`src/hdl/hpx_pkg.sv`:
```
// Shared constants, types and tables for the nested pixel to angle pipeline.
package hpx_pkg;

  localparam int unsigned NSIDE = 64;
  localparam int unsigned ORD = 6;
  localparam int unsigned IDX_W = 16;
  localparam int unsigned FACE_W = 4;
  localparam int unsigned RA_W = 29;
  localparam int unsigned DEC_W = 28;
  localparam int unsigned RING_W = 8;

  localparam int unsigned PREP_STAGES = 3;
  localparam int unsigned DIV_STAGES = 29;
  localparam int unsigned SQRT_STAGES = 31;
  localparam int unsigned CORDIC_STAGES = 26;
  localparam int unsigned PIPE_STAGES = PREP_STAGES + SQRT_STAGES + CORDIC_STAGES;

  localparam int unsigned RAD_W = 62;
  localparam int unsigned REM_W = 33;
  localparam int unsigned ROOT_W = 31;
  localparam int unsigned XY_W = 34;
  localparam int unsigned ANG_W = 32;
  localparam int unsigned UA_W = 14;
  localparam int unsigned DVD_W = 36;
  localparam int unsigned DVS_W = 8;
  localparam int unsigned REMD_W = 7;

  localparam logic [27:0] B_SQ = 28'd150994944;
  localparam logic [DEC_W-1:0] DEC_MAX = 28'd94371840;
  localparam logic [FACE_W-1:0] FACE_BAD = 4'd15;
  localparam logic [FACE_W-1:0] FACE_CNT = 4'd12;

  typedef struct packed {
    logic [FACE_W-1:0] face;
    logic [RING_W-1:0] ring;
    logic              neg;
    logic              zero;
    logic              bad;
  } side_t;

  typedef struct packed {
    side_t            side;
    logic [UA_W-1:0]  ua;
    logic [27:0]      d;
    logic [DVD_W-1:0] dividend;
    logic [DVS_W-1:0] divisor;
  } prep_t;

  function automatic logic [2:0] face_row(input logic [FACE_W-1:0] f);
    case (f)
      4'd0, 4'd1, 4'd2, 4'd3:   face_row = 3'd2;
      4'd4, 4'd5, 4'd6, 4'd7:   face_row = 3'd3;
      4'd8, 4'd9, 4'd10, 4'd11: face_row = 3'd4;
      default:                  face_row = 3'd0;
    endcase
  endfunction

  function automatic logic [2:0] face_col(input logic [FACE_W-1:0] f);
    case (f)
      4'd0, 4'd8:  face_col = 3'd1;
      4'd1, 4'd9:  face_col = 3'd3;
      4'd2, 4'd10: face_col = 3'd5;
      4'd3, 4'd11: face_col = 3'd7;
      4'd4:        face_col = 3'd0;
      4'd5:        face_col = 3'd2;
      4'd6:        face_col = 3'd4;
      4'd7:        face_col = 3'd6;
      default:     face_col = 3'd0;
    endcase
  endfunction

  // atan(2^-i) in degrees, 24 fraction bits
  function automatic logic [29:0] atan_deg(input logic [4:0] i);
    case (i)
      5'd0:    atan_deg = 30'd754974720;
      5'd1:    atan_deg = 30'd445687602;
      5'd2:    atan_deg = 30'd235489088;
      5'd3:    atan_deg = 30'd119537938;
      5'd4:    atan_deg = 30'd60000934;
      5'd5:    atan_deg = 30'd30029717;
      5'd6:    atan_deg = 30'd15018523;
      5'd7:    atan_deg = 30'd7509720;
      5'd8:    atan_deg = 30'd3754917;
      5'd9:    atan_deg = 30'd1877466;
      5'd10:   atan_deg = 30'd938734;
      5'd11:   atan_deg = 30'd469367;
      5'd12:   atan_deg = 30'd234684;
      5'd13:   atan_deg = 30'd117342;
      5'd14:   atan_deg = 30'd58671;
      5'd15:   atan_deg = 30'd29335;
      5'd16:   atan_deg = 30'd14668;
      5'd17:   atan_deg = 30'd7334;
      5'd18:   atan_deg = 30'd3667;
      5'd19:   atan_deg = 30'd1833;
      5'd20:   atan_deg = 30'd917;
      5'd21:   atan_deg = 30'd458;
      5'd22:   atan_deg = 30'd229;
      5'd23:   atan_deg = 30'd115;
      5'd24:   atan_deg = 30'd57;
      5'd25:   atan_deg = 30'd29;
      default: atan_deg = 30'd0;
    endcase
  endfunction

endpackage

```
`src/hdl/hpx_div_cell.sv`:
```
// One restoring division cell: one quotient bit per cell.
module hpx_div_cell (
  input  logic                        clk_i,
  input  logic                        en_i,
  input  logic [hpx_pkg::REMD_W-1:0]  rem_i,
  input  logic [hpx_pkg::RA_W-1:0]    work_i,
  input  logic [hpx_pkg::DVS_W-1:0]   dvs_i,
  output logic [hpx_pkg::REMD_W-1:0]  rem_o,
  output logic [hpx_pkg::RA_W-1:0]    work_o,
  output logic [hpx_pkg::DVS_W-1:0]   dvs_o
);
  import hpx_pkg::*;

  logic [REMD_W:0]   t;
  logic              ge;
  logic [REMD_W-1:0] rem_d, rem_q;
  logic [RA_W-1:0]   work_d, work_q;
  logic [DVS_W-1:0]  dvs_q;

  // shift dividend bits out of the top, quotient bits in at the bottom
  always_comb begin
    t      = {rem_i, work_i[RA_W-1]};
    ge     = (t >= dvs_i);
    rem_d  = ge ? REMD_W'(t - dvs_i) : REMD_W'(t);
    work_d = {work_i[RA_W-2:0], ge};
  end

  always_ff @(posedge clk_i) begin
    if (en_i) begin
      rem_q  <= rem_d;
      work_q <= work_d;
      dvs_q  <= dvs_i;
    end
  end

  assign rem_o  = rem_q;
  assign work_o = work_q;
  assign dvs_o  = dvs_q;

endmodule

```
`config.mk`:
```
export PLATFORM = sky130hd
export DESIGN_NAME = hpx_div_cell
export DESIGN_NICKNAME = d
export VERILOG_FILES = /design/src/hdl/hpx_pkg.sv /design/src/hdl/hpx_div_cell.sv
export SDC_FILE = /design/constraint.sdc
export NUM_CORES = 1
export LEC_CHECK = 0
export BUFFER_PORTS_ARGS = -buffer_cell sky130_fd_sc_hd__buf_2
export CORE_ASPECT_RATIO = 1.75
export CORE_UTILIZATION = 47
export CTS_BUF_LIST = sky130_fd_sc_hd__clkbuf_2
export DETAILED_ROUTE_END_ITERATION = 6
export PLACE_DENSITY = 0.88
export SYNTH_ARGS = -nofsm -noshare
export SYNTH_HDL_FRONTEND = slang
export SYNTH_SLANG_ARGS = --single-unit
export TNS_END_PERCENT = 30
```
`constraint.sdc`:
```
create_clock -name clk_i -period 2.7 [get_ports clk_i]
set_input_delay 0.54 -clock clk_i [delete_from_list [all_inputs] [get_ports clk_i]]
set_output_delay 0.54 -clock clk_i [all_outputs]
set_load 0.01 [all_outputs]
```
==> impl_metrics.prom <==
# TYPE chip_impl_metric gauge
chip_impl_info{name="outcome",value="finished, final reports clean"} 1
chip_impl_metric{name="relSlewSlack",unit="%"} 37.2
chip_impl_metric{name="die_area",unit="mm²"} 0.00403
chip_impl_metric{name="max_freq",unit="MHz"} 448
chip_impl_metric{name="timing_hold_violations_final",unit=""} 0
chip_impl_metric{name="design.final.nets",unit=""} 256
chip_impl_metric{name="ys_seq_elements",unit=""} 44
chip_impl_metric{name="post-dp-hpwl",unit="mm"} 3.15
chip_impl_metric{name="synth.yosys.warnings",unit=""} 0
chip_impl_metric{name="io_buffers",unit=""} 89
chip_impl_metric{name="parity_gate_share_of_the_synthesized_area_counting_xor_and_xnor_cells",unit="%"} 0.494
chip_impl_metric{name="htreeDepth",unit=""} 2
chip_impl_metric{name="first_global_vias",unit=""} 1230
chip_impl_metric{name="cts_repair_resize_count",unit=""} 0
chip_impl_metric{name="ir_worst_vdd",unit="µV"} 577
chip_impl_metric{name="globalRouteTotalUtil",unit="%"} 20.2
chip_impl_metric{name="synth_cells",unit=""} 104
chip_impl_metric{name="global_route.overflow_total",unit=""} 0
chip_impl_metric{name="route.vias.total",unit=""} 1256
chip_impl_metric{name="first_iter_violations",unit=""} 49
chip_impl_metric{name="detail_route.drc_violations",unit=""} 0
chip_impl_metric{name="row_count",unit=""} 29
chip_impl_metric{name="whs_path_depth",unit=""} 1
chip_impl_metric{name="numPlacedInstances",unit=""} 240
chip_impl_metric{name="p_leak",unit="nW"} 1.04
chip_impl_metric{name="die_height",unit="µm"} 83.3
chip_impl_metric{name="fin_setup_tns",unit="ns"} 0
chip_impl_metric{name="muxShareOfSynthArea",unit="%"} 4.87
chip_impl_metric{name="grt_antenna_before_repair",unit=""} 0
chip_impl_info{name="tritoncts",value="done"} 1
chip_impl_metric{name="insertedDiodeCount",unit=""} 0
chip_impl_metric{name="floorplan.initialDensity",unit="%"} 48.9
chip_impl_metric{name="synth-seq-area-share",unit="%"} 74.5
chip_impl_metric{name="clkTransAtPathRegs",unit="ns"} 0.21
chip_impl_metric{name="ant_nets",unit=""} 0
chip_impl_metric{name="crit_fanout",unit=""} 7
chip_impl_info{name="timing.critical_path.from_type",value="primary input"} 1
chip_impl_metric{name="synth_area",unit="mm²"} 0.00177
chip_impl_metric{name="grt_pass1_wl",unit="mm"} 5.96
chip_impl_metric{name="timing_worst_slew_pin_value",unit="ns"} 0.942
chip_impl_info{name="holdCritPathClass",value="in2reg"} 1
chip_impl_metric{name="synth_area_per_cell",unit="µm²"} 17.1
chip_impl_metric{name="hold-worst-slack",unit="ns"} 0.318
chip_impl_metric{name="drive_gt1_share",unit="%"} 52.5
chip_impl_metric{name="synth_compound_gate_area_share",unit="%"} 6.84
chip_impl_metric{name="layout_min_cycle_time",unit="ns"} 2.23
chip_impl_info{name="layout.cells.most_common",value="sky130_fd_sc_hd__buf_2"} 1
chip_impl_info{name="rsz_0062_raised_after_global_routing",value="no"} 1
chip_impl_metric{name="core",unit="mm²"} 0.00363
chip_impl_metric{name="final-setup-viol-count",unit=""} 0
chip_impl_metric{name="area_growth",unit="%"} 32.6
chip_impl_metric{name="via_density_per_instance",unit=""} 5.06
chip_impl_metric{name="cts_sinks",unit=""} 44
chip_impl_metric{name="floorplan.die.width",unit="µm"} 48.4
chip_impl_info{name="mostFrequentLayoutCells",value="sky130_fd_sc_hd__buf_2, sky130_fd_sc_hd__edfxtp_1, sky130_fd_sc_hd__inv_1, sky130_fd_sc_hd__ha_1, sky130_fd_sc_hd__nor2_1"} 1
chip_impl_metric{name="routed_wirelength",unit="mm"} 3.92
chip_impl_info{name="worstSetupEndpointType",value="flop"} 1
chip_impl_metric{name="worst-endpoint-required",unit="ns"} 2.87
chip_impl_metric{name="pwr_density_cell",unit="mW/mm²"} 614
chip_impl_metric{name="synth-simple-area-share",unit="%"} 4.23
chip_impl_metric{name="cap_viol_max_count",unit=""} 0
chip_impl_metric{name="postCtsHoldBufs",unit=""} 0
chip_impl_info{name="combinational_family_with_the_most_area_after_synthesis",value="compound AO/OA/AOI/OAI gates"} 1
chip_impl_metric{name="cts_setup_buffers",unit=""} 0
chip_impl_metric{name="pin_count",unit=""} 90
chip_impl_metric{name="layout.cells.non_filler",unit=""} 248
chip_impl_info{name="timing.setup.critical_path_class",value="in2reg"} 1
chip_impl_metric{name="wl_per_cell",unit="µm"} 15.8
chip_impl_metric{name="cp.arrival",unit="ns"} 2.40
chip_impl_metric{name="gp_routability_congestion",unit=""} 0.845
chip_impl_metric{name="drt_first_pass_iters",unit=""} 4
chip_impl_info{name="cts.root.buffer_cell",value="sky130_fd_sc_hd__clkbuf_2"} 1
chip_impl_metric{name="final_util",unit="%"} 64.8
chip_impl_metric{name="cts-buffers-inserted",unit=""} 5
chip_impl_metric{name="synth.lib_cells_used.distinct",unit=""} 23
chip_impl_metric{name="yosys.area_share.adder",unit="%"} 6.77
chip_impl_metric{name="maxSlewViolCount",unit=""} 0
chip_impl_metric{name="longest_clk_path_bufs",unit=""} 2
chip_impl_metric{name="largest_net_degree_at_the_start_of_global_routing",unit=""} 45
chip_impl_metric{name="finalCritPeriodShare",unit="%"} 82.7
chip_impl_metric{name="synth_fp_nets",unit=""} 159
-- metal layers --
layer | wire length [µm] | global-route usage (%) | part of all wire [%]
met5 | 0 | 0 | 0
met4 | 123 | 11.0 | 3.1
met3 | 303 | 5.49 | 7.7
met2 | 2050 | 35.7 | 52
met1 | 1440 | 21.1 | 37
-- stage by stage --
| step | setup slack [ns] | instance area, µm² | total power, W |
|---|---|---|---|
| 4_1_cts | 0.491 | 2350 | 0.00145 |
| 3_3_place_gp | 0.141 | 2280 | 0.00109 |
| 5_1_grt | 0.446 | 2350 | 0.00150 |
| 2_1_floorplan | 0.262 | 1770 | 0.000977 |
| 3_5_place_dp | 0.0515 | 2280 | 0.00111 |
| 6_report | 0.467 | 2350 | 0.00144 |
-- Yosys cell counts --
cell type / count / area, µm²
sky130_fd_sc_hd__edfxtp_1: 44 / 1320
sky130_fd_sc_hd__inv_1: 11 / 41.3
sky130_fd_sc_hd__ha_1: 8 / 100
sky130_fd_sc_hd__nor2_1: 7 / 26.3
sky130_fd_sc_hd__mux2_2: 5 / 56.3
sky130_fd_sc_hd__a21oi_1: 4 / 20.0
sky130_fd_sc_hd__mux2i_1: 3 / 30.0
sky130_fd_sc_hd__a221oi_1: 2 / 17.5
sky130_fd_sc_hd__nand2_1: 2 / 7.51
sky130_fd_sc_hd__nand2b_1: 2 / 12.5
sky130_fd_sc_hd__nor2b_1: 2 / 12.5
sky130_fd_sc_hd__nor3_1: 2 / 10.0
sky130_fd_sc_hd__o21ai_0: 2 / 10.0
sky130_fd_sc_hd__a21oi_2: 1 / 8.76
sky130_fd_sc_hd__a41oi_2: 1 / 16.3
sky130_fd_sc_hd__fa_1: 1 / 20.0
sky130_fd_sc_hd__nand4_1: 1 / 6.26
sky130_fd_sc_hd__o21a_1: 1 / 7.51
sky130_fd_sc_hd__o21ai_4: 1 / 16.3
sky130_fd_sc_hd__o21bai_1: 1 / 7.51
sky130_fd_sc_hd__o311ai_0: 1 / 8.76
sky130_fd_sc_hd__o31a_1: 1 / 8.76
sky130_fd_sc_hd__xnor2_1: 1 / 8.76
-- flip-flops by register name (all words and copies together), names as in the netlist --
signal  flops
dvs_o       8
rem_o       7
work_o     29
-- cell type report --
class,count,area [µm²]
sequential,44,1320
clock inverter,3,42.5
fill,269,1280
multi-input combinational,49,412
inverter,11,41.3
tap,46,57.6
timing repair buffer,90,453
clock buffer,5,25.0
-- cell families after synthesis --
group / Yosys count
AO/OA/AOI/OAI: 15
XOR/XNOR: 1
adder cells (fa/ha/maj): 9
buffers and inverters: 11
flip-flops: 44
multiplexers: 8
AND/OR/NAND/NOR: 16
-- power by group --
group          internal [W]  switching (W)
registers          0.000821      0.0000151
clock network      0.000155       0.000197
logic              0.000114       0.000141
total               0.00109       0.000353
-- critical path, cell delays in order --
cell	delay (ns)
sky130_fd_sc_hd__buf_2	0.07
sky130_fd_sc_hd__inv_1	0.04
sky130_fd_sc_hd__ha_1	0.22
sky130_fd_sc_hd__fa_1	0.41
sky130_fd_sc_hd__nand2b_1	0.19
sky130_fd_sc_hd__a21oi_2	0.19
sky130_fd_sc_hd__a41oi_2	0.08
sky130_fd_sc_hd__o21ai_4	0.28
sky130_fd_sc_hd__mux2_2	0.37
-- final timing paths --
kind / end / slack, ns / startpoint
max: rem_o[5] / 0.47 / work_i[28]
min: work_o[13] / 0.32 / work_i[12]
Power figures use the tool's default switching activity.
