[config.mk]
export PLATFORM = sky130hd
export DESIGN_NAME = hpx_prep
export DESIGN_NICKNAME = d
export VERILOG_FILES = /design/src/hdl/hpx_pkg.sv /design/src/hdl/hpx_prep.sv
export SDC_FILE = /design/constraint.sdc
export NUM_CORES = 1
export LEC_CHECK = 0
export BUFFER_PORTS_ARGS = -buffer_cell sky130_fd_sc_hd__buf_2
export CAP_MARGIN = 20
export CORE_ASPECT_RATIO = 1.2
export CORE_MARGIN = 5
export CORE_UTILIZATION = 50
export CTS_CLUSTER_DIAMETER = 200
export DETAILED_ROUTE_END_ITERATION = 10
export GPL_TIMING_DRIVEN = 0
export PLACE_DENSITY = 0.68
export SLEW_MARGIN = 0
export SYNTH_ARGS = -nofsm -noshare
export SYNTH_HDL_FRONTEND = slang
export SYNTH_SLANG_ARGS = --single-unit
[constraint.sdc]
create_clock -name clk_i -period 10.1 [get_ports clk_i]
set_input_delay 0 -clock clk_i [delete_from_list [all_inputs] [get_ports clk_i]]
set_output_delay 0 -clock clk_i [all_outputs]
set_load 0.005 [all_outputs]
[src/hdl/hpx_pkg.sv]
// Shared constants, types and tables for the nested pixel to angle pipeline.
package hpx_pkg;

  localparam int unsigned NSIDE = 64;
  localparam int unsigned ORD = 6;
  localparam int unsigned IDX_W = 16;
  localparam int unsigned FACE_W = 4;
  localparam int unsigned RA_W = 29;
  localparam int unsigned DEC_W = 28;
  localparam int unsigned RING_W = 8;

  localparam int unsigned PREP_STAGES = 3;
  localparam int unsigned DIV_STAGES = 29;
  localparam int unsigned SQRT_STAGES = 31;
  localparam int unsigned CORDIC_STAGES = 26;
  localparam int unsigned PIPE_STAGES = PREP_STAGES + SQRT_STAGES + CORDIC_STAGES;

  localparam int unsigned RAD_W = 62;
  localparam int unsigned REM_W = 33;
  localparam int unsigned ROOT_W = 31;
  localparam int unsigned XY_W = 34;
  localparam int unsigned ANG_W = 32;
  localparam int unsigned UA_W = 14;
  localparam int unsigned DVD_W = 36;
  localparam int unsigned DVS_W = 8;
  localparam int unsigned REMD_W = 7;

  localparam logic [27:0] B_SQ = 28'd150994944;
  localparam logic [DEC_W-1:0] DEC_MAX = 28'd94371840;
  localparam logic [FACE_W-1:0] FACE_BAD = 4'd15;
  localparam logic [FACE_W-1:0] FACE_CNT = 4'd12;

  typedef struct packed {
    logic [FACE_W-1:0] face;
    logic [RING_W-1:0] ring;
    logic              neg;
    logic              zero;
    logic              bad;
  } side_t;

  typedef struct packed {
    side_t            side;
    logic [UA_W-1:0]  ua;
    logic [27:0]      d;
    logic [DVD_W-1:0] dividend;
    logic [DVS_W-1:0] divisor;
  } prep_t;

  function automatic logic [2:0] face_row(input logic [FACE_W-1:0] f);
    case (f)
      4'd0, 4'd1, 4'd2, 4'd3:   face_row = 3'd2;
      4'd4, 4'd5, 4'd6, 4'd7:   face_row = 3'd3;
      4'd8, 4'd9, 4'd10, 4'd11: face_row = 3'd4;
      default:                  face_row = 3'd0;
    endcase
  endfunction

  function automatic logic [2:0] face_col(input logic [FACE_W-1:0] f);
    case (f)
      4'd0, 4'd8:  face_col = 3'd1;
      4'd1, 4'd9:  face_col = 3'd3;
      4'd2, 4'd10: face_col = 3'd5;
      4'd3, 4'd11: face_col = 3'd7;
      4'd4:        face_col = 3'd0;
      4'd5:        face_col = 3'd2;
      4'd6:        face_col = 3'd4;
      4'd7:        face_col = 3'd6;
      default:     face_col = 3'd0;
    endcase
  endfunction

  // atan(2^-i) in degrees, 24 fraction bits
  function automatic logic [29:0] atan_deg(input logic [4:0] i);
    case (i)
      5'd0:    atan_deg = 30'd754974720;
      5'd1:    atan_deg = 30'd445687602;
      5'd2:    atan_deg = 30'd235489088;
      5'd3:    atan_deg = 30'd119537938;
      5'd4:    atan_deg = 30'd60000934;
      5'd5:    atan_deg = 30'd30029717;
      5'd6:    atan_deg = 30'd15018523;
      5'd7:    atan_deg = 30'd7509720;
      5'd8:    atan_deg = 30'd3754917;
      5'd9:    atan_deg = 30'd1877466;
      5'd10:   atan_deg = 30'd938734;
      5'd11:   atan_deg = 30'd469367;
      5'd12:   atan_deg = 30'd234684;
      5'd13:   atan_deg = 30'd117342;
      5'd14:   atan_deg = 30'd58671;
      5'd15:   atan_deg = 30'd29335;
      5'd16:   atan_deg = 30'd14668;
      5'd17:   atan_deg = 30'd7334;
      5'd18:   atan_deg = 30'd3667;
      5'd19:   atan_deg = 30'd1833;
      5'd20:   atan_deg = 30'd917;
      5'd21:   atan_deg = 30'd458;
      5'd22:   atan_deg = 30'd229;
      5'd23:   atan_deg = 30'd115;
      5'd24:   atan_deg = 30'd57;
      5'd25:   atan_deg = 30'd29;
      default: atan_deg = 30'd0;
    endcase
  endfunction

endpackage

[src/hdl/hpx_prep.sv]
// Index decode: face, de-interleave, ring, position in ring, z numerator.
module hpx_prep (
  input  logic                         clk_i,
  input  logic                         en_i,
  input  logic [hpx_pkg::IDX_W-1:0]    pixel_index_i,
  output hpx_pkg::prep_t               prep_o
);
  import hpx_pkg::*;

  // first stage
  logic [FACE_W-1:0] face1_d, face1_q;
  logic [ORD-1:0]    ix1_d, ix1_q, iy1_d, iy1_q;
  logic [8:0]        jr1_d, jr1_q;
  logic              bad1_d, bad1_q;

  // second stage
  logic [6:0]         nr2_d, nr2_q;
  logic               ksh2_d, ksh2_q;
  logic               neg2_d, neg2_q;
  logic [UA_W-1:0]    ua2_d, ua2_q;
  logic signed [10:0] jp2_d, jp2_q;
  logic [FACE_W-1:0]  face2_q;
  logic [8:0]         jr2_q;
  logic               bad2_q;

  prep_t prep_d, prep_q;

  logic [2:0]         row;
  logic [2:0]         col;
  logic [12:0]        nrsq;
  logic [8:0]         prod;
  logic signed [10:0] v;
  logic signed [10:0] four;
  logic signed [10:0] jpa, jpb, m_s;
  logic [15:0]        m90;
  logic [27:0]        usq;

  always_comb begin
    face1_d = pixel_index_i[IDX_W-1 -: FACE_W];
    for (int i = 0; i < ORD; i++) begin
      ix1_d[i] = pixel_index_i[2*i];
      iy1_d[i] = pixel_index_i[2*i+1];
    end
    row    = face_row(face1_d);
    jr1_d  = {row, 6'b0} - 9'(ix1_d) - 9'(iy1_d) - 9'd1;
    bad1_d = (face1_d >= FACE_CNT);
  end

  always_comb begin
    ksh2_d = 1'b0;
    neg2_d = 1'b0;
    if (jr1_q < 9'd64) begin
      nr2_d = jr1_q[6:0];
    end else if (jr1_q > 9'd192) begin
      nr2_d  = 7'(9'd256 - jr1_q);
      neg2_d = 1'b1;
    end else begin
      nr2_d  = 7'd64;
      ksh2_d = jr1_q[0];
    end
    nrsq = 13'(nr2_d) * 13'(nr2_d);
    if (jr1_q < 9'd64 || jr1_q > 9'd192) begin
      ua2_d = 14'd12288 - 14'(nrsq);
    end else if (jr1_q <= 9'd128) begin
      ua2_d = {7'(9'd128 - jr1_q), 7'b0};
    end else begin
      ua2_d  = {7'(jr1_q - 9'd128), 7'b0};
      neg2_d = 1'b1;
    end
    col  = face_col(face1_q);
    prod = 9'(col) * 9'(nr2_d);
    v    = $signed(11'(prod)) + $signed(11'(ix1_q)) - $signed(11'(iy1_q)) + 11'sd1
         + $signed(11'(ksh2_d));
    // halve with truncation towards zero
    jp2_d = (v + $signed(11'(v[10]))) >>> 1;
  end

  always_comb begin
    four = $signed(11'({nr2_q, 2'b00}));
    jpa  = (jp2_q > four) ? jp2_q - four : jp2_q;
    jpb  = (jpa < 11'sd1) ? jpa + four : jpa;
    m_s  = (jpb <<< 1) - $signed(11'(ksh2_q)) - 11'sd1;
    m90  = 16'(m_s[9:0]) * 16'd90;
    usq  = 28'(ua2_q) * 28'(ua2_q);
    prep_d.side.face = face2_q;
    prep_d.side.ring = jr2_q[7:0];
    prep_d.side.neg  = neg2_q;
    prep_d.side.zero = (ua2_q == '0);
    prep_d.side.bad  = bad2_q;
    prep_d.ua        = ua2_q;
    prep_d.d         = B_SQ - usq;
    prep_d.dividend  = {m90, 13'b0, nr2_q};
    prep_d.divisor   = {1'b0, nr2_q} << 1;
  end

  always_ff @(posedge clk_i) begin
    if (en_i) begin
      face1_q <= face1_d;
      ix1_q   <= ix1_d;
      iy1_q   <= iy1_d;
      jr1_q   <= jr1_d;
      bad1_q  <= bad1_d;
      nr2_q   <= nr2_d;
      ksh2_q  <= ksh2_d;
      neg2_q  <= neg2_d;
      ua2_q   <= ua2_d;
      jp2_q   <= jp2_d;
      face2_q <= face1_q;
      jr2_q   <= jr1_q;
      bad2_q  <= bad1_q;
      prep_q  <= prep_d;
    end
  end

  assign prep_o = prep_q;

endmodule

==> results.json, run 1 <==
{
  "status": "completed",
  "r2r.worst_path.cells": 33,
  "worstHoldPathType": "in2reg",
  "synth_area_mm2": 0.0162,
  "drt_drc_violations_left": 0,
  "gr-usage-all-layers_pct": 18.3,
  "end_kind": "register",
  "post_synth_inst_count": 1614,
  "detail_route.vias_per_cell": 5.15,
  "postCtsSetupRepairBufs": 0,
  "timing.final.hold_violations": 0,
  "reg_to_reg_start": "nr2_q[1]",
  "start_util_pct": 50.5,
  "die_footprint_mm2": 0.0362,
  "final_worst_path_period_need_ps": 8200,
  "core_mm2": 0.0322,
  "rsz_0062_raised_after_global_routing": "no",
  "critPathTopFamily": "adder cells",
  "wirelength_um": 32300,
  "first_global_vias": 12100,
  "num_vias": 11300,
  "cts-buffers-inserted": 17,
  "grt_start_max_net_pins": 80,
  "timing_max_transition_violations_final": 0,
  "finalWeightedCongestion": 0.840,
  "drtPass1Iterations": 7,
  "critical_path.max_stage_delay_ps": 510,
  "synth-seq-area-share_pct": 27.4,
  "std_cell_rows": 72,
  "drive_gt1_share_pct": 10.7,
  "clock_tree.root_cell": "sky130_fd_sc_hd__clkbuf_16",
  "hold-path-cell-count": 1,
  "chipHeight_um": 207,
  "grt_antenna_before_repair": 1,
  "worst-r2r-setup-slack_ps": 1900,
  "ys.warnings.count": 0,
  "global_route_wire_length_before_repair_um": 55100,
  "finalNonFillerCells": 2189,
  "nNetsFinal": 2159,
  "antenna_left": 0,
  "cp.depth": 33,
  "tns_setup_ps": 0,
  "crit_slowest_cell": "sky130_fd_sc_hd__mux4_1",
  "drt-wirelength-per-cell_um": 14.8,
  "timing.max_slew.rel_slack_pct": 44.1,
  "number_of_port_buffers": 103,
  "first_iter_violations": 505,
  "synth_enable_flop_cells": 146,
  "flow.area_growth_from_synthesis_pct": 11.6,
  "numClockSinks": 149,
  "cts_tree": "built",
  "worst_setup_hold_path_clk_slew_ps": 70,
  "timing.setup.critical_path_class": "reg2reg",
  "maximum_achievable_frequency_mhz": 122,
  "hpwlAfterDp_um": 25800,
  "ys_types": 88,
  "final_critical_path_share_of_the_clock_period_pct": 81.2,
  "critical_path.n_buffers_inverters": 5,
  "timing.critical_path.fanout_max": 10,
  "clock-skew-final_ps": 8.57,
  "critPathLaunchType": "register",
  "diode_count": 0,
  "cts_max_level": 4,
  "setup_violations": 0,
  "drv.max_cap_violation_count": 0,
  "grt_remaining_overflow": 0,
  "chipWidth_um": 175,
  "cts_buffer_depth": 2,
  "ys_seq_elements": 149,
  "place.detailed.instances": 2141,
  "boundaryPins": 119,
  "min_delay_worst_endpoint": "prep_o[66]",
  "post_synth.cell_area_avg_um2": 10.1,
  "dominantRegCellSynth": "sky130_fd_sc_hd__edfxtp_1",
  "postSynth.asyncResetShare_pct": 0,
  "worstSkewPairLatency_ps": 430,
  "reg2reg_to": "prep_o[43]",
  "tightest_slew_ps": 833,
  "timing.critical_path.required_ps": 10280,
  "timing.critical_path.arrival_ps": 8380,
  "hp-start": "en_i"
}
## per-layer routing
layer  routed length, um  part of all wire [%]  vias to the layer above  GRT usage [%]
met5                   0                     0                        -              0
met4                 427                   1.3                        0           4.23
met3                1290                   4.0                       35           2.73
met2               16300                    50                      224           33.4
met1               14400                    44                     5466           23.0
li1                    -                     -                     5554              -
## worst reg2reg max path: cells and delay by family (launching register included)
family,cells,cell delay [ps]
AO/OA/AOI/OAI,12,2250
buffers and inverters,5,750
adder cells (fa/ha/maj),7,2480
flip-flops,1,370
XOR/XNOR,3,890
multiplexers,1,510
AND/OR/NAND/NOR,5,730
## placed cells by master, fill, tap and decap left out, drive strengths merged, types with 17 or more instances in the layout
cell type  count
a21o          25
a21oi         68
and2          17
buf          134
clkbuf        45
conb          17
edfxtp       146
fa           168
ha           204
inv          343
nand2        138
nand3         24
nor2          97
nor3          22
o21ai         38
o21bai        22
xnor2         74
xor2          31
## flip-flops by register name, summed over array words and instances (netlist names)
signal and count:
bad1_q 1, bad2_q 1, col 3, face1_q 4, face2_q 4, ix1_q 6, iy1_q 6, jp2_q 10
jr1_q 9, jr2_q 8, ksh2_q 1, neg2_q 1, nr2_q 7, prep_o 75, ua2_q 13
## synthesized netlist by cell type, drive strengths merged, types with 3 or more instances
master,n,area (um2)
xnor2,74,667
or3,7,48.8
a211oi,8,70.1
a221o,3,30.0
edfxtp,146,4380
o31ai,3,27.5
nor4,7,50.1
nor2b,4,25.0
inv,337,1260
mux2i,8,80.1
a211o,4,35.0
and4,6,57.6
nand4,3,18.8
nand3,24,120
o2111ai,3,32.5
a21oi,68,355
o21a,7,52.6
buf,30,213
a22oi,3,22.5
o21ai,38,190
nor3,22,115
or2,6,37.5
nor2,97,364
and2,17,109
and3,11,73.8
clkbuf,28,105
nand2b,6,37.5
xor2,31,272
fa,168,3360
ha,204,2550
nand2,138,526
a31oi,8,50.1
o21bai,22,165
a21o,25,188
nand3b,4,30.0
dfxtp,3,60.1
## through the flow
stage          instance area (um2)  worst slack [ps]  hold slack [ps]  util [%]
6_report                     18100              1900             76.3      56.3
5_1_grt                      18100              1240             99.6      56.3
4_1_cts                      18100              1900             73.4      56.3
3_5_place_dp                 17400              1900              194      54.0
3_3_place_gp                 17300              2010              195      53.9
2_1_floorplan                16300              2840             98.9         -
## area by class of cell
cell class	instances	area, um2
Inverter	339	1270
Clock buffer	17	425
Timing Repair Buffer	120	709
Buffer	58	318
Multi-Input combinational cell	1084	10300
Sequential cell	149	4440
Fill cell	2768	14000
Clock inverter	15	173
Tap cell	407	509
## how the worst max path moves through the flow
stage / start / end / slack (ps)
5_1_grt: nr2_q[1] / prep_o[43] / 1240
4_1_cts: nr2_q[1] / prep_o[43] / 1900
6_report: nr2_q[1] / prep_o[43] / 1900
2_1_floorplan: nr2_q[1] / prep_o[43] / 2840
3_3_place_gp: nr2_q[1] / prep_o[43] / 2010
3_5_place_dp: nr2_q[1] / prep_o[43] / 1900
## cells by family after synthesis
| family | share of synthesized area, % |
|---|---|
| simple gates | 10.3 |
| fa+ha+maj | 36.5 |
| compound gates | 9.15 |
| buf+inv | 9.79 |
| other cells | 0.0231 |
| flops | 27.4 |
| xor+xnor | 6.06 |
| mux | 0.794 |
## repair_timing
action	in CTS	in global routing
gates resized for setup	0	0
hold endpoints to repair	23	0
hold buffers	16	0
Power of run 1 is left out: the tool's default activity adds up to more than one toggle a clock period on the data nets, which glitch-free logic cannot reach.
==> run 2, diff against run 1 <==
==> constraint.sdc (replaced) <==
create_clock -name clk_i -period 8.4 [get_ports clk_i]
set_input_delay 0 -clock clk_i [delete_from_list [all_inputs] [get_ports clk_i]]
set_output_delay 0 -clock clk_i [all_outputs]
set_load 0.005 [all_outputs]
==> run 2 against run 1 <==
Compared with the run above: critical path depth is the same; clock-buffer cell count is the same; clock skew up 1.3 ps; critical endpoint unchanged; highest routed layer unchanged.
==> results.json, run 2 (same netlist as run 1, synthesis figures left out) <==
{
  "status": "completed",
  "timing.max_slew.rel_slack_pct": 44.7,
  "numClockSinks": 149,
  "wirelength_um": 32300,
  "global_route.usage.met1_pct": 23.0,
  "timing_max_transition_violations_final": 0,
  "gr-usage-met3_pct": 2.73,
  "grt_antenna_before_repair": 1,
  "n_fill_cell": 2765,
  "worstSetupStartpoint": "nr2_q[1]",
  "diode_count": 0,
  "timing.critical_path.arrival_ps": 7990,
  "grt_remaining_overflow": 0,
  "chipHeight_um": 207,
  "drtPass1Iterations": 4,
  "chipWidth_um": 175,
  "fin_hold_ws_ps": 76.1,
  "num_vias": 11300,
  "path_common_cell": "sky130_fd_sc_hd__a21oi_1",
  "critPathTopFamily": "adder cells",
  "layout_common_cells": "sky130_fd_sc_hd__inv_1 (336), sky130_fd_sc_hd__ha_1 (203), sky130_fd_sc_hd__fa_1 (168)",
  "boundaryPins": 119,
  "core_mm2": 0.0322,
  "cts_tree": "built",
  "cts-buffers-inserted": 17,
  "start_util_pct": 50.5,
  "timing.final.hold_violations": 0,
  "drv.max_cap_violation_count": 0,
  "first_global_vias": 12100,
  "largest_register_ff_count": 75,
  "std_cell_rows": 72,
  "cts_max_level": 4,
  "final_worst_path_period_need_ps": 7810,
  "first_iter_violations": 534,
  "reg_to_reg_start": "nr2_q[1]",
  "timing.setup.critical_path_class": "reg2reg",
  "drt-wirelength-per-cell_um": 14.7,
  "finalWeightedCongestion": 0.840,
  "tightest_slew_ps": 824,
  "crit_slowest_cell": "sky130_fd_sc_hd__mux4_1",
  "worstHoldPathType": "in2reg",
  "nNetsFinal": 2160,
  "timing.critical_path.fanout_max": 10,
  "hp-start": "en_i",
  "critical_path.max_stage_delay_ps": 500,
  "maximum_achievable_frequency_mhz": 128,
  "cts_buffer_depth": 2,
  "flow.area_growth_from_synthesis_pct": 11.7,
  "drt_drc_violations_left": 0,
  "die_footprint_mm2": 0.0362,
  "critical_path.n_buffers_inverters": 5,
  "hpwlAfterDp_um": 25800,
  "global_route_track_usage_on_met2_pct": 33.4,
  "global_route_wire_length_before_repair_um": 55100,
  "number_of_port_buffers": 103,
  "final_critical_path_share_of_the_clock_period_pct": 92.9,
  "gr-usage-all-layers_pct": 18.3,
  "worstSkewPairLatency_ps": 440,
  "clock-skew-final_ps": 9.84,
  "drive_gt1_share_pct": 10.9,
  "clock_tree.root_cell": "sky130_fd_sc_hd__clkbuf_16",
  "critPathLaunchType": "register",
  "setup_violations": 0,
  "layout.cells.most_common": "sky130_fd_sc_hd__inv_1",
  "end_kind": "register",
  "worst_setup_hold_path_clk_slew_ps": 70,
  "grt_start_max_net_pins": 80,
  "detail_route.vias_per_cell": 5.16,
  "timing.critical_path.required_ps": 8580,
  "peak_usage_layer_in_the_global_routing_report": "met2",
  "antenna_left": 0
}
==> run 2: cell count changes in the layout (fill, tap and decap cells not counted) <==
cell	previous run	this run
sky130_fd_sc_hd__buf_4	26	27
sky130_fd_sc_hd__ha_1	204	203
sky130_fd_sc_hd__ha_2	0	1
sky130_fd_sc_hd__o21ai_0	33	31
sky130_fd_sc_hd__o21ai_1	5	6
sky130_fd_sc_hd__o21ai_2	0	1
sky130_fd_sc_hd__xnor2_1	73	72
sky130_fd_sc_hd__xnor2_2	0	1
==> run 2: cell type report <==
class                   instances  area (um2)  share of cell area [%]
repair buffers                121         717                    3.95
clock buffers                  17         425                    2.35
well taps                     407         509                    2.81
clock inverters                15         173                   0.952
inverters                     339        1270                    7.02
flip-flops and latches        149        4440                    24.5
plain buffers                  58         318                    1.75
multi-input cells            1084       10300                    56.7
==> run 2: routing by layer <==
metal	wire, um	share of wire (%)	up-vias
li1	-	-	5557
met1	14200	44	5466
met3	1440	4.5	34
met4	421	1.3	0
met2	16200	50	248
met5	0	0	-
==> run 2: repair_timing <==
action	CTS	global route
endpoints found under the setup margin	0	1
hold buffers	16	0
gates resized for setup	0	5
hold endpoints to repair	23	0
buffers inserted	0	1
==> run 2: worst paths after layout <==
check / endpoint / cells after the start / slack [ps]
setup reg to reg: prep_o[43] / 33 / 590
hold reg to reg: prep_o[97] / 0 / 420
hold / removal: prep_o[66] / 1 / 80
setup / recovery: prep_o[43] / 33 / 590
==> run 2: stage by stage <==
step	utilization (%)	instances	TNS, ps	worst slack, ps	instance area (um2)
final	56.4	2190	0	595	18100
after global routing	56.4	2190	-4.77	-4.77	18100
after CTS	56.3	2189	0	202	18100
after detailed placement	54.0	2141	0	199	17400
after global placement	53.9	2140	0	308	17300
after floorplan	-	1630	0	1140	16300
Power of run 2 is left out for the same reason.
