===== src/hdl/hpx_pkg.sv =====
// Shared constants, types and tables for the nested pixel to angle pipeline.
package hpx_pkg;

  localparam int unsigned NSIDE = 64;
  localparam int unsigned ORD = 6;
  localparam int unsigned IDX_W = 16;
  localparam int unsigned FACE_W = 4;
  localparam int unsigned RA_W = 29;
  localparam int unsigned DEC_W = 28;
  localparam int unsigned RING_W = 8;

  localparam int unsigned PREP_STAGES = 3;
  localparam int unsigned DIV_STAGES = 29;
  localparam int unsigned SQRT_STAGES = 31;
  localparam int unsigned CORDIC_STAGES = 26;
  localparam int unsigned PIPE_STAGES = PREP_STAGES + SQRT_STAGES + CORDIC_STAGES;

  localparam int unsigned RAD_W = 62;
  localparam int unsigned REM_W = 33;
  localparam int unsigned ROOT_W = 31;
  localparam int unsigned XY_W = 34;
  localparam int unsigned ANG_W = 32;
  localparam int unsigned UA_W = 14;
  localparam int unsigned DVD_W = 36;
  localparam int unsigned DVS_W = 8;
  localparam int unsigned REMD_W = 7;

  localparam logic [27:0] B_SQ = 28'd150994944;
  localparam logic [DEC_W-1:0] DEC_MAX = 28'd94371840;
  localparam logic [FACE_W-1:0] FACE_BAD = 4'd15;
  localparam logic [FACE_W-1:0] FACE_CNT = 4'd12;

  typedef struct packed {
    logic [FACE_W-1:0] face;
    logic [RING_W-1:0] ring;
    logic              neg;
    logic              zero;
    logic              bad;
  } side_t;

  typedef struct packed {
    side_t            side;
    logic [UA_W-1:0]  ua;
    logic [27:0]      d;
    logic [DVD_W-1:0] dividend;
    logic [DVS_W-1:0] divisor;
  } prep_t;

  function automatic logic [2:0] face_row(input logic [FACE_W-1:0] f);
    case (f)
      4'd0, 4'd1, 4'd2, 4'd3:   face_row = 3'd2;
      4'd4, 4'd5, 4'd6, 4'd7:   face_row = 3'd3;
      4'd8, 4'd9, 4'd10, 4'd11: face_row = 3'd4;
      default:                  face_row = 3'd0;
    endcase
  endfunction

  function automatic logic [2:0] face_col(input logic [FACE_W-1:0] f);
    case (f)
      4'd0, 4'd8:  face_col = 3'd1;
      4'd1, 4'd9:  face_col = 3'd3;
      4'd2, 4'd10: face_col = 3'd5;
      4'd3, 4'd11: face_col = 3'd7;
      4'd4:        face_col = 3'd0;
      4'd5:        face_col = 3'd2;
      4'd6:        face_col = 3'd4;
      4'd7:        face_col = 3'd6;
      default:     face_col = 3'd0;
    endcase
  endfunction

  // atan(2^-i) in degrees, 24 fraction bits
  function automatic logic [29:0] atan_deg(input logic [4:0] i);
    case (i)
      5'd0:    atan_deg = 30'd754974720;
      5'd1:    atan_deg = 30'd445687602;
      5'd2:    atan_deg = 30'd235489088;
      5'd3:    atan_deg = 30'd119537938;
      5'd4:    atan_deg = 30'd60000934;
      5'd5:    atan_deg = 30'd30029717;
      5'd6:    atan_deg = 30'd15018523;
      5'd7:    atan_deg = 30'd7509720;
      5'd8:    atan_deg = 30'd3754917;
      5'd9:    atan_deg = 30'd1877466;
      5'd10:   atan_deg = 30'd938734;
      5'd11:   atan_deg = 30'd469367;
      5'd12:   atan_deg = 30'd234684;
      5'd13:   atan_deg = 30'd117342;
      5'd14:   atan_deg = 30'd58671;
      5'd15:   atan_deg = 30'd29335;
      5'd16:   atan_deg = 30'd14668;
      5'd17:   atan_deg = 30'd7334;
      5'd18:   atan_deg = 30'd3667;
      5'd19:   atan_deg = 30'd1833;
      5'd20:   atan_deg = 30'd917;
      5'd21:   atan_deg = 30'd458;
      5'd22:   atan_deg = 30'd229;
      5'd23:   atan_deg = 30'd115;
      5'd24:   atan_deg = 30'd57;
      5'd25:   atan_deg = 30'd29;
      default: atan_deg = 30'd0;
    endcase
  endfunction

endpackage


===== src/hdl/hpx_sqrt_cell.sv =====
// One digit-by-digit square root cell: one root bit per cell.
module hpx_sqrt_cell (
  input  logic                        clk_i,
  input  logic                        en_i,
  input  logic [hpx_pkg::RAD_W-1:0]   rad_i,
  input  logic [hpx_pkg::REM_W-1:0]   rem_i,
  input  logic [hpx_pkg::ROOT_W-1:0]  root_i,
  output logic [hpx_pkg::RAD_W-1:0]   rad_o,
  output logic [hpx_pkg::REM_W-1:0]   rem_o,
  output logic [hpx_pkg::ROOT_W-1:0]  root_o
);
  import hpx_pkg::*;

  logic [REM_W+1:0]  t;
  logic [REM_W+1:0]  trial;
  logic              ge;
  logic [RAD_W-1:0]  rad_q;
  logic [REM_W-1:0]  rem_d, rem_q;
  logic [ROOT_W-1:0] root_d, root_q;

  always_comb begin
    t      = {rem_i, rad_i[RAD_W-1 -: 2]};
    trial  = (REM_W+2)'({root_i, 2'b01});
    ge     = (t >= trial);
    rem_d  = ge ? REM_W'(t - trial) : REM_W'(t);
    root_d = {root_i[ROOT_W-2:0], ge};
  end

  always_ff @(posedge clk_i) begin
    if (en_i) begin
      rad_q  <= rad_i << 2;
      rem_q  <= rem_d;
      root_q <= root_d;
    end
  end

  assign rad_o  = rad_q;
  assign rem_o  = rem_q;
  assign root_o = root_q;

endmodule


===== config.mk =====
export PLATFORM = sky130hd
export DESIGN_NAME = hpx_sqrt_cell
export DESIGN_NICKNAME = d
export VERILOG_FILES = /design/src/hdl/hpx_pkg.sv /design/src/hdl/hpx_sqrt_cell.sv
export SDC_FILE = /design/constraint.sdc
export NUM_CORES = 1
export LEC_CHECK = 0
export BUFFER_PORTS_ARGS = -buffer_cell sky130_fd_sc_hd__buf_2
export CAP_MARGIN = 10
export CORE_ASPECT_RATIO = 0.7
export CORE_MARGIN = 4
export CORE_UTILIZATION = 45
export CTS_CLUSTER_DIAMETER = 200
export DETAILED_ROUTE_END_ITERATION = 6
export PLACE_DENSITY = 0.72
export SYNTH_ARGS = -nofsm -noshare
export SYNTH_HDL_FRONTEND = slang
export SYNTH_SLANG_ARGS = --single-unit
export TNS_END_PERCENT = 50

===== constraint.sdc =====
create_clock -name clk_i -period 7.2 [get_ports clk_i]
set_clock_uncertainty 0.2 [all_clocks]
set_input_delay 2.16 -clock clk_i [delete_from_list [all_inputs] [get_ports clk_i]]
set_output_delay 2.16 -clock clk_i [all_outputs]
set_load 0.005 [all_outputs]

==> metrics.cfg, run 1 <==
[run_status]
status = complete, no violations

[run]
drv_cap = 0

[yosys]
synth.top_cell.area_share = 0.574
synth_area_um2 = 6490
synth_xor_area_frac = 0.0324
yosysSeqAreaShare = 0.574
yosys_warnings = 0
synthSimpleGateAreaFrac = 0.0837
synth_compound_gate_area_share = 0.136
netlist_instances = 513
synth_top_family_by_area = compound AO/OA/AOI/OAI gates
synth_edf_count = 124
yosys_register_bits = 124
synthTopCellsByArea = edfxtp_1 (57%), ha_1 (6.4%), mux2_4 (4.2%)
synth_area_leader_cell = edfxtp_1
ys.flop_type = edfxtp_1
synthAdderAreaFrac = 0.0636
synthMuxAreaShare = 0.0582
avgSynthCellArea_um2 = 12.7
ys_types = 60
async_flop_share = 0

[floorplan]
die_area_um2 = 16400
die_w_um = 152
core_area_um2 = 14000
num_rows = 36
initial_core_util = 0.463
io_pins = 254
die_h_um = 108

[clock_tree]
cts_max_level = 4
cts_setup_buffers = 0
path_clk_slew_ps = 60
postCtsHoldBufs = 0
cts_buffers = 17
cts-root-buf = clkbuf_16
cts_resized = 0
clock_sinks = 124
cts_tree = yes
cts_buffer_depth = 2

[detailed_routing]
drt-pass1-iter-count = 6
drc = 0
drt-initial-drc-count = 377
drt-wirelength-per-cell_um = 17.2
dr_total_vias = 5142
ant_nets = 0
wl_um = 16700
routed_via_density = 5.28

[timing]
slew_headroom = 0.361
period_minus_slack_ps = 4980
finalSetupTns_ps = 0
setup_viol = 0
rsz0062_at_grt = no
finalCritPeriodShare = 0.692
hold_viol = 0
slew_violations = 0
fmax_ghz = 0.201
worstMarginPinSlew_ps = 959

[global_route]
gr-total-overflow = 0
antenna_found_initial = 0
grt.total_usage = 0.196
grt_first_pass_wirelength_um = 25000
grt_start_max_net_pins = 79
first_global_vias = 4857

[pwr]
leakage_nw = 3.72
sw_frac_of_total = 0.272
ir_worst_vdd_mv = 0.140
p_per_area_nw_per_um2 = 253
clock_power_share = 0.391
power_switching_w = 0.000582
pwr-share-seq = 0.420
p_int_w = 0.00156
combPwrFrac = 0.188
power_w = 0.00214

[setup_path]
critPathArrivalTime_ps = 4940
critPathSlowestCell = nor4_1
crit_fanout = 26
crit_type = in -> reg
required_ps = 7160
crit_family = simple AND/OR/NAND/NOR gates
path_buf_inv = 3
critical-path-max-stage-delay_ps = 730
crit_path_start_kind = input port
worstSetupEndpointType = flop
crit_chain = buf_2 -> inv_1 -> ha_1 -> nand2_1 -> nor4_1 -> nand3_1 -> o21a_1 -> o21a_4 -> inv_12 -> mux2_2

[finish]
seq_area_um2 = 3720
layout_common_cells = buf_2 (250), edfxtp_1 (124), inv_1 (50)
areaGrowthSynthToFinish_pct = 30.1
num_antenna_cells = 0
multi_input_area_um2 = 2440
drive_gt1_frac = 0.409
fin_nets = 932
fillers = 1184
final_common_cell = buf_2

[placed_design]
port-buffer-count = 251
place_congestion = 0.936
dp_hpwl_um = 12900

[worst_hold_path]
min_path_type = in -> reg

## synthesized netlist by cell type, types with 3 or more instances
cell and count:
inv_1 50, o21ai_0 20, a21o_1 4, ha_1 33
a2111oi_0 3, and3_1 4, a211oi_1 4, o21bai_1 5
a21oi_2 3, o211ai_1 10, buf_12 3, o21a_1 7
nor2_1 27, nor3_1 11, xnor2_1 22, mux2_4 18
mux2i_1 4, buf_2 5, mux2_2 6, nor4_1 5
nand2b_1 6, a21oi_1 37, a211o_1 3, edfxtp_1 124
a221oi_1 3, o31ai_1 6, nand4_1 6, nand3_1 12
nand2_1 30
## kinds of logic after synthesis
logic type / after synthesis
compound gates: 127
xor+xnor: 24
fa+ha+maj: 33
buf+inv: 65
flops: 124
mux: 28
other cells: 1
simple gates: 111
## metal layers
metal / wire length [um] / GRT usage / vias up
met5: 0 / 0 / -
met4: 212 / 0.0551 / 0
met3: 1700 / 0.0645 / 19
met2: 7650 / 0.293 / 254
met1: 7170 / 0.275 / 2423
li1: - / - / 2446
## layout make-up
class	count	share of cell area
flip-flops and latches	124	0.441
repair buffers	252	0.150
inverters	51	0.0241
clock inverters	15	0.0182
well taps	190	0.0281
clock buffers	17	0.0504
multi-input cells	325	0.289
## power by group through the flow
stage / Sequential, W / Clock, W / Combinational, W
after floorplan: 0.000928 / 0 / 0.000220
after global placement: 0.000915 / 0 / 0.000392
after detailed placement: 0.000916 / 0 / 0.000400
after CTS: 0.000902 / 0.000853 / 0.000403
after global routing: 0.000907 / 0.000890 / 0.000442
final: 0.000900 / 0.000838 / 0.000403
## final timing paths
| kind | startpoint | to | cells after the start |
|---|---|---|---|
| worst min-delay path | rad_i[53] | rad_o[55] | 1 |
| worst max-delay path | root_i[19] | rem_o[6] | 10 |
## sequential cells by signal, indices dropped and copies added, names as in the netlist
signal,count
root_o,31
rem_o,33
rad_o,60
## stage by stage
step / instance area, um2 / utilization / instances / worst slack, ps / hold slack (ps)
after floorplan: 6490 / - / 514 / 2420 / 2060
after global placement: 7870 / 0.562 / 942 / 1860 / 2140
after detailed placement: 7870 / 0.562 / 942 / 1850 / 2140
after CTS: 8450 / 0.603 / 974 / 2260 / 1700
after global routing: 8450 / 0.603 / 974 / 2080 / 1700
final: 8450 / 0.603 / 974 / 2220 / 1720
(Power assumes the default switching activity.)
==> inputs of run 2 (changes only) <==
--- a/config.mk
+++ b/config.mk
@@ -5,6 +5,7 @@
 export SDC_FILE = /design/constraint.sdc
 export NUM_CORES = 1
 export LEC_CHECK = 0
+export ABC_AREA = 1
 export BUFFER_PORTS_ARGS = -buffer_cell sky130_fd_sc_hd__buf_2
 export CAP_MARGIN = 10
 export CORE_ASPECT_RATIO = 0.7
@@ -12,7 +13,7 @@
 export CORE_UTILIZATION = 45
 export CTS_CLUSTER_DIAMETER = 200
 export DETAILED_ROUTE_END_ITERATION = 6
-export PLACE_DENSITY = 0.72
+export PLACE_DENSITY = 0.71
 export SYNTH_ARGS = -nofsm -noshare
 export SYNTH_HDL_FRONTEND = slang
 export SYNTH_SLANG_ARGS = --single-unit
==> constraint.sdc (replaced) <==
create_clock -name clk_i -period 4.71 [get_ports clk_i]
set_clock_uncertainty 0.2 [all_clocks]
set_input_delay 1.413 -clock clk_i [delete_from_list [all_inputs] [get_ports clk_i]]
set_output_delay 1.413 -clock clk_i [all_outputs]
set_load 0.005 [all_outputs]
==> run 2 against run 1 <==
Against the previous run: combinational power up 54%; clock-buffer cell count increased by 2; global-route usage grew 1.4 points; non-clock buffer count did not move; hold slack got worse by 750 ps; area after synthesis rose by 8.8%; synthesized cell count is 59% higher; sequential share of layout area shrank 2.9 points; design area is 7.2% higher; flip-flop and latch count did not move; power grew 51%; worst setup slack got worse by 1400 ps; critical path type unchanged.
==> metrics.cfg, run 2 <==
[finish]
fillers = 1411  ; was 1184
layout_common_cells = nand2_1 (291), buf_2 (250), inv_1 (156)  ; was buf_2 (250), edfxtp_1 (124), inv_1 (50)
areaGrowthSynthToFinish_pct = 28.2  ; was 30.1%
largest_reg_flops = 60  ; unchanged
num_antenna_cells = 0  ; unchanged
final_common_cell = nand2_1  ; was buf_2
multi_input_area_um2 = 2630  ; was 2440 um2
seq_area_um2 = 3720  ; unchanged
fin_nets = 1236  ; was 932
drive_gt1_frac = 0.296  ; was 0.409
final_core_util = 0.586  ; was 0.603

[pwr]
p_int_w = 0.00232  ; was 0.00156 W
sw_frac_of_total = 0.281  ; was 0.272
pwr-share-seq = 0.425  ; was 0.420
leakage_nw = 4.77  ; was 3.72 nW
ir_worst_vdd_mv = 0.214  ; was 0.140 mV
combPwrFrac = 0.192  ; was 0.188
p_per_area_nw_per_um2 = 356  ; was 253 nW/um2
clock_power_share = 0.384  ; was 0.391
power_switching_w = 0.000907  ; was 0.000582 W

[placed_design]
port-buffer-count = 251  ; unchanged
dp_hpwl_um = 14600  ; was 12900 um
place_congestion = 0.981  ; was 0.936

[timing]
finalSetupTns_ps = 0  ; unchanged
slew_headroom = 0.360  ; was 0.361
worstMarginPinSlew_ps = 958  ; was 959 ps
finalCritPeriodShare = 0.833
rsz0062_at_grt = no  ; unchanged
setup_viol = 0  ; unchanged
slew_violations = 0  ; unchanged
hold_viol = 0  ; unchanged
period_minus_slack_ps = 3920
fmax_ghz = 0.255

[setup_path]
critPathArrivalTime_ps = 3880  ; was 4940 ps
crit_path_start_kind = input port  ; unchanged
required_ps = 4670  ; was 7160 ps
worstSetupEndpointType = flop  ; unchanged
crit_fanout = 35  ; was 26
crit_type = in -> reg  ; unchanged

[yosys]
synth_edf_count = 124  ; unchanged
synthTopCellsByCount = nand2_1 (291), inv_1 (156), edfxtp_1 (124), nand3_1 (58), nor2_1 (35)  ; was edfxtp_1 (124), inv_1 (50), a21oi_1 (37), ha_1 (33), nand2_1 (30)
synth_area_leader_cell = edfxtp_1  ; unchanged
netlist_instances = 814  ; was 513
yosysSeqAreaShare = 0.527  ; was 0.574
avgSynthCellArea_um2 = 8.67  ; was 12.7 um2
synthTopCellsByArea = edfxtp_1 (53%), nand2_1 (15%), inv_1 (8.3%)  ; was edfxtp_1 (57%), ha_1 (6.4%), mux2_4 (4.2%)
yosys_register_bits = 124  ; unchanged
ys.flop_type = edfxtp_1  ; unchanged
ys_types = 32  ; was 60
synth_area_um2 = 7060  ; was 6490 um2
yosysMostFrequentCell = nand2_1  ; was edfxtp_1
synth.top_cell.area_share = 0.527  ; was 0.574
async_flop_share = 0  ; unchanged
yosys_warnings = 0  ; unchanged

[worst_hold_path]
hold_depth = 1  ; unchanged
min_path_type = in -> reg  ; unchanged

[clock_tree]
path_clk_slew_ps = 60  ; about the same
cts_tree = yes  ; unchanged
clock_sinks = 124  ; unchanged
cts_buffer_depth = 2  ; unchanged
postCtsHoldBufs = 0  ; unchanged
cts-root-buf = clkbuf_16  ; unchanged
cts_resized = 0  ; unchanged
cts_max_level = 4  ; unchanged
cts_setup_buffers = 0  ; unchanged
cts_buffers = 17  ; unchanged

[global_route]
grt.total_usage = 0.210  ; was 0.196
grt_start_max_net_pins = 76  ; was 79
first_global_vias = 5873  ; was 4857
antenna_found_initial = 0  ; unchanged
grt_first_pass_wirelength_um = 29500  ; was 25000 um
gr-total-overflow = 0  ; unchanged

[run]
drv_cap = 0  ; unchanged

[detailed_routing]
ant_nets = 0  ; unchanged
drt-initial-drc-count = 477  ; was 377
dr_total_vias = 6168  ; was 5142
routed_via_density = 4.79  ; was 5.28
drt-pass1-iter-count = 5  ; was 6
drc = 0  ; unchanged
wl_um = 19000  ; was 16700 um
drt-wirelength-per-cell_um = 14.7  ; was 17.2 um

[floorplan]
io_pins = 254  ; unchanged
core_area_um2 = 15500  ; was 14000 um2
die_area_um2 = 17800  ; was 16400 um2
die_h_um = 113  ; was 108 um
initial_core_util = 0.457  ; was 0.463
num_rows = 38  ; was 36
die_w_um = 158  ; was 152 um

[run_status]
status = complete, no violations  ; unchanged

## run 2: layout make-up
class,count,area share
multi-input combinational,515,0.290
tap,200,0.0276
timing repair buffer,252,0.141
clock inverter,13,0.0131
inverter,165,0.0684
clock buffer,19,0.0478
sequential,124,0.411
## run 2: per-stage QoR
stage / instances / hold WS (ps) / total power (W) / area [um2] / worst slack [ps]
finish: 1288 / 971 / 0.00322 / 9050 / 788
floorplan: 815 / 1310 / 0.00173 / 7060 / 1520
global placement: 1256 / 1390 / 0.00199 / 8500 / 463
detailed placement: 1256 / 1390 / 0.00201 / 8500 / 401
global route: 1288 / 948 / 0.00340 / 9050 / 597
CTS: 1288 / 960 / 0.00325 / 9050 / 824
## run 2: power groups by stage
stage	Sequential [W]	Combinational (W)	Clock, W
finish	0.00137	0.000619	0.00124
global route	0.00138	0.000697	0.00132
CTS	0.00137	0.000617	0.00126
detailed placement	0.00139	0.000614	0
global placement	0.00139	0.000604	0
floorplan	0.00141	0.000321	0
## run 2: routing by layer
layer  wire, um  GRT usage  vias to the layer above
met1       8670      0.307                     2760
li1           -          -                     3099
met5          0          0                        -
met2       7960      0.307                      293
met4        191     0.0504                        0
met3       2140     0.0638                       16
## run 2: cells by family after synthesis
logic type | after synthesis | synth area share
AO/OA/AOI/OAI | 23 | 0.0170
XOR/XNOR | 14 | 0.0174
adder cells (fa/ha/maj) | 33 | 0.0585
AND/OR/NAND/NOR | 443 | 0.279
buffers and inverters | 176 | 0.101
other | 1 | 0.000531
flip-flops | 124 | 0.527
## run 2: final timing paths
path   endpoint  startpoint  slack (ps)
max   rem_o[32]   rem_i[26]         790
min   rad_o[48]   rad_i[46]         970
## run 2: worst max-delay path, stage by stage
cell and delay (ps):
buf_2 110, ha_1 360, nand2_1 100, nand2_1 80
a21oi_1 170, nand2b_1 140, nand3_2 90, nor2_4 740
nand2_8 370, nand3_1 200, nand2_1 90
==> inputs of run 3 (changes only) <==
--- a/config.mk
+++ b/config.mk
@@ -13,7 +13,7 @@
 export CORE_UTILIZATION = 45
 export CTS_CLUSTER_DIAMETER = 200
 export DETAILED_ROUTE_END_ITERATION = 6
-export PLACE_DENSITY = 0.71
+export PLACE_DENSITY = 0.73
 export SYNTH_ARGS = -nofsm -noshare
 export SYNTH_HDL_FRONTEND = slang
 export SYNTH_SLANG_ARGS = --single-unit
==> constraint.sdc (replaced) <==
create_clock -name clk_i -period 3.5 [get_ports clk_i]
set_clock_uncertainty 0.2 [all_clocks]
set_input_delay 1.05 -clock clk_i [delete_from_list [all_inputs] [get_ports clk_i]]
set_output_delay 1.05 -clock clk_i [all_outputs]
set_load 0.005 [all_outputs]
==> run 3 against run 2 <==
Against the previous run: largest cell class unchanged; via count up 0.60%; clock power up 48%; largest power group unchanged; routed wire length up 1.8%; worst setup slack worse by 210 ps; sequential share of layout area down 0.50 points; power up 40%.
==> metrics.cfg, run 3 (synthesis results as in run 2) <==
[timing]
finalSetupTns_ps = 0  ; unchanged
slew_violations = 0  ; unchanged
finalCritPeriodShare = 0.834
setup_slack_ps = 582  ; was 788 ps
rsz0062_at_grt = no  ; unchanged
fmax_ghz = 0.343
hold_viol = 0  ; unchanged
setup_viol = 0  ; unchanged
period_minus_slack_ps = 2920

[run]
drv_cap = 0  ; unchanged

[global_route]
grt_start_max_net_pins = 49  ; was 76
grt_first_pass_wirelength_um = 29700  ; was 29500 um
gr-total-overflow = 0  ; unchanged
grt.total_usage = 0.214  ; was 0.210
first_global_vias = 5851  ; was 5873
antenna_found_initial = 1  ; was 0

[run_status]
status = complete, no violations  ; unchanged

[detailed_routing]
routed_via_density = 4.80  ; was 4.79
drt-initial-drc-count = 465  ; was 477
drt-wirelength-per-cell_um = 14.9  ; was 14.7 um
ant_nets = 0  ; unchanged
dr_total_vias = 6205  ; was 6168
wl_um = 19300  ; was 19000 um
drt-pass1-iter-count = 5  ; unchanged
drc = 0  ; unchanged

[clock_tree]
postCtsHoldBufs = 0  ; unchanged
path_clk_slew_ps = 60  ; about the same
cts_buffer_depth = 2  ; unchanged
cts_setup_buffers = 0  ; unchanged
cts_buffers = 17  ; unchanged
cts_max_level = 4  ; unchanged
clock_sinks = 124  ; unchanged
cts-root-buf = clkbuf_16  ; unchanged
cts_tree = yes  ; unchanged
cts_resized = 0  ; unchanged

[setup_path]
worstSetupEndpointType = flop  ; unchanged
crit_fanout = 32  ; was 35
crit_type = in -> reg  ; unchanged
required_ps = 3580  ; was 4670 ps
crit_path_start_kind = input port  ; unchanged
critPathArrivalTime_ps = 3000  ; was 3880 ps

[placed_design]
pre_cts_slack_ps = 219  ; was 401 ps
dp_hpwl_um = 14900  ; was 14600 um
place_inst = 1261  ; was 1256
port-buffer-count = 251  ; unchanged
place_congestion = 0.912  ; was 0.981
dpl_cell_area_um2 = 8550  ; was 8500 um2

[finish]
num_antenna_cells = 0  ; unchanged
drive_gt1_frac = 0.301  ; was 0.296
areaGrowthSynthToFinish_pct = 29.8  ; was 28.2%
design_area_um2 = 9170  ; was 9050 um2
largest_reg_flops = 60  ; unchanged
fin_nets = 1241  ; was 1236
layout_common_cells = nand2_1 (291), buf_2 (250), inv_1 (156)  ; unchanged
final_common_cell = nand2_1  ; unchanged
final_core_util = 0.593  ; was 0.586
fillers = 1429  ; was 1411
instances_no_fill = 1293  ; was 1288

[worst_hold_path]
min_path_type = in -> reg  ; unchanged

[pwr]
ir_worst_vdd_mv = 0.304  ; was 0.214 mV
leakage_nw = 4.82  ; was 4.77 nW
p_per_area_nw_per_um2 = 493  ; was 356 nW/um2

[floorplan]
core_area_um2 = 15500  ; unchanged
die_area_um2 = 17800  ; unchanged
num_rows = 38  ; unchanged
io_pins = 254  ; unchanged
initial_core_util = 0.457  ; unchanged
die_h_um = 113  ; unchanged
die_w_um = 158  ; unchanged

run 3: changes by cell type in the layout (fill, tap and decap cells not counted):
cell        delta
bufinv_16      +2
clkbuf_1       -2
buf_4          +4
clkinv_2       -2
inv_8          +1
clkinv_4       -2
clkinvlp_4     +1
inv_6          +2
buf_12         +1
run 3: metal layers:
layer | global-route usage | up-vias | share of wire
met5 | 0 | - | 0.00062
met2 | 0.314 | 250 | 0.42
met1 | 0.309 | 2816 | 0.47
met4 | 0.0596 | 2 | 0.014
li1 | - | 3118 | -
met3 | 0.0638 | 19 | 0.096
run 3: layout make-up:
type | instances | area, um2 | share of cell area
multi-input combinational | 515 | 2630 | 0.287
timing repair buffer | 257 | 1330 | 0.145
tap | 200 | 250 | 0.0273
clock inverter | 15 | 188 | 0.0205
sequential | 124 | 3720 | 0.406
clock buffer | 17 | 425 | 0.0464
inverter | 165 | 619 | 0.0676
run 3: per-stage QoR:
step,total power (W),hold WS [ps]
4_1_cts,0.00456,583
6_report,0.00452,601
2_1_floorplan,0.00233,949
3_5_place_dp,0.00271,1030
5_1_grt,0.00476,580
3_3_place_gp,0.00269,1030
run 3: where the power goes:
part	switching, W	internal [W]	total, W	leakage [nW]
sequential	0.0000333	0.00181	0.00185	1.21
clock	0.000702	0.00113	0.00183	0.297
combinational	0.000508	0.000330	0.000839	3.31
total	0.00124	0.00327	0.00452	4.82
run 3: final timing paths:
| check | depth (start not counted) | end | startpoint | slack, ps |
|---|---|---|---|---|
| worst max-delay path | 15 | rem_o[17] | root_i[15] | 580 |
| worst min-delay path | 1 | rad_o[16] | rad_i[14] | 600 |
run 3: critical path, cell delays in order:
cell     delay (ps)
buf_2           100
inv_1            50
ha_1            340
nand2_1         140
inv_2            50
nand2_2         100
inv_1            50
nand2_1          60
nand2_1          70
inv_2            70
nand3_2         140
nand2_4         130
buf_4           370
nand3_1         160
nand2_1         100
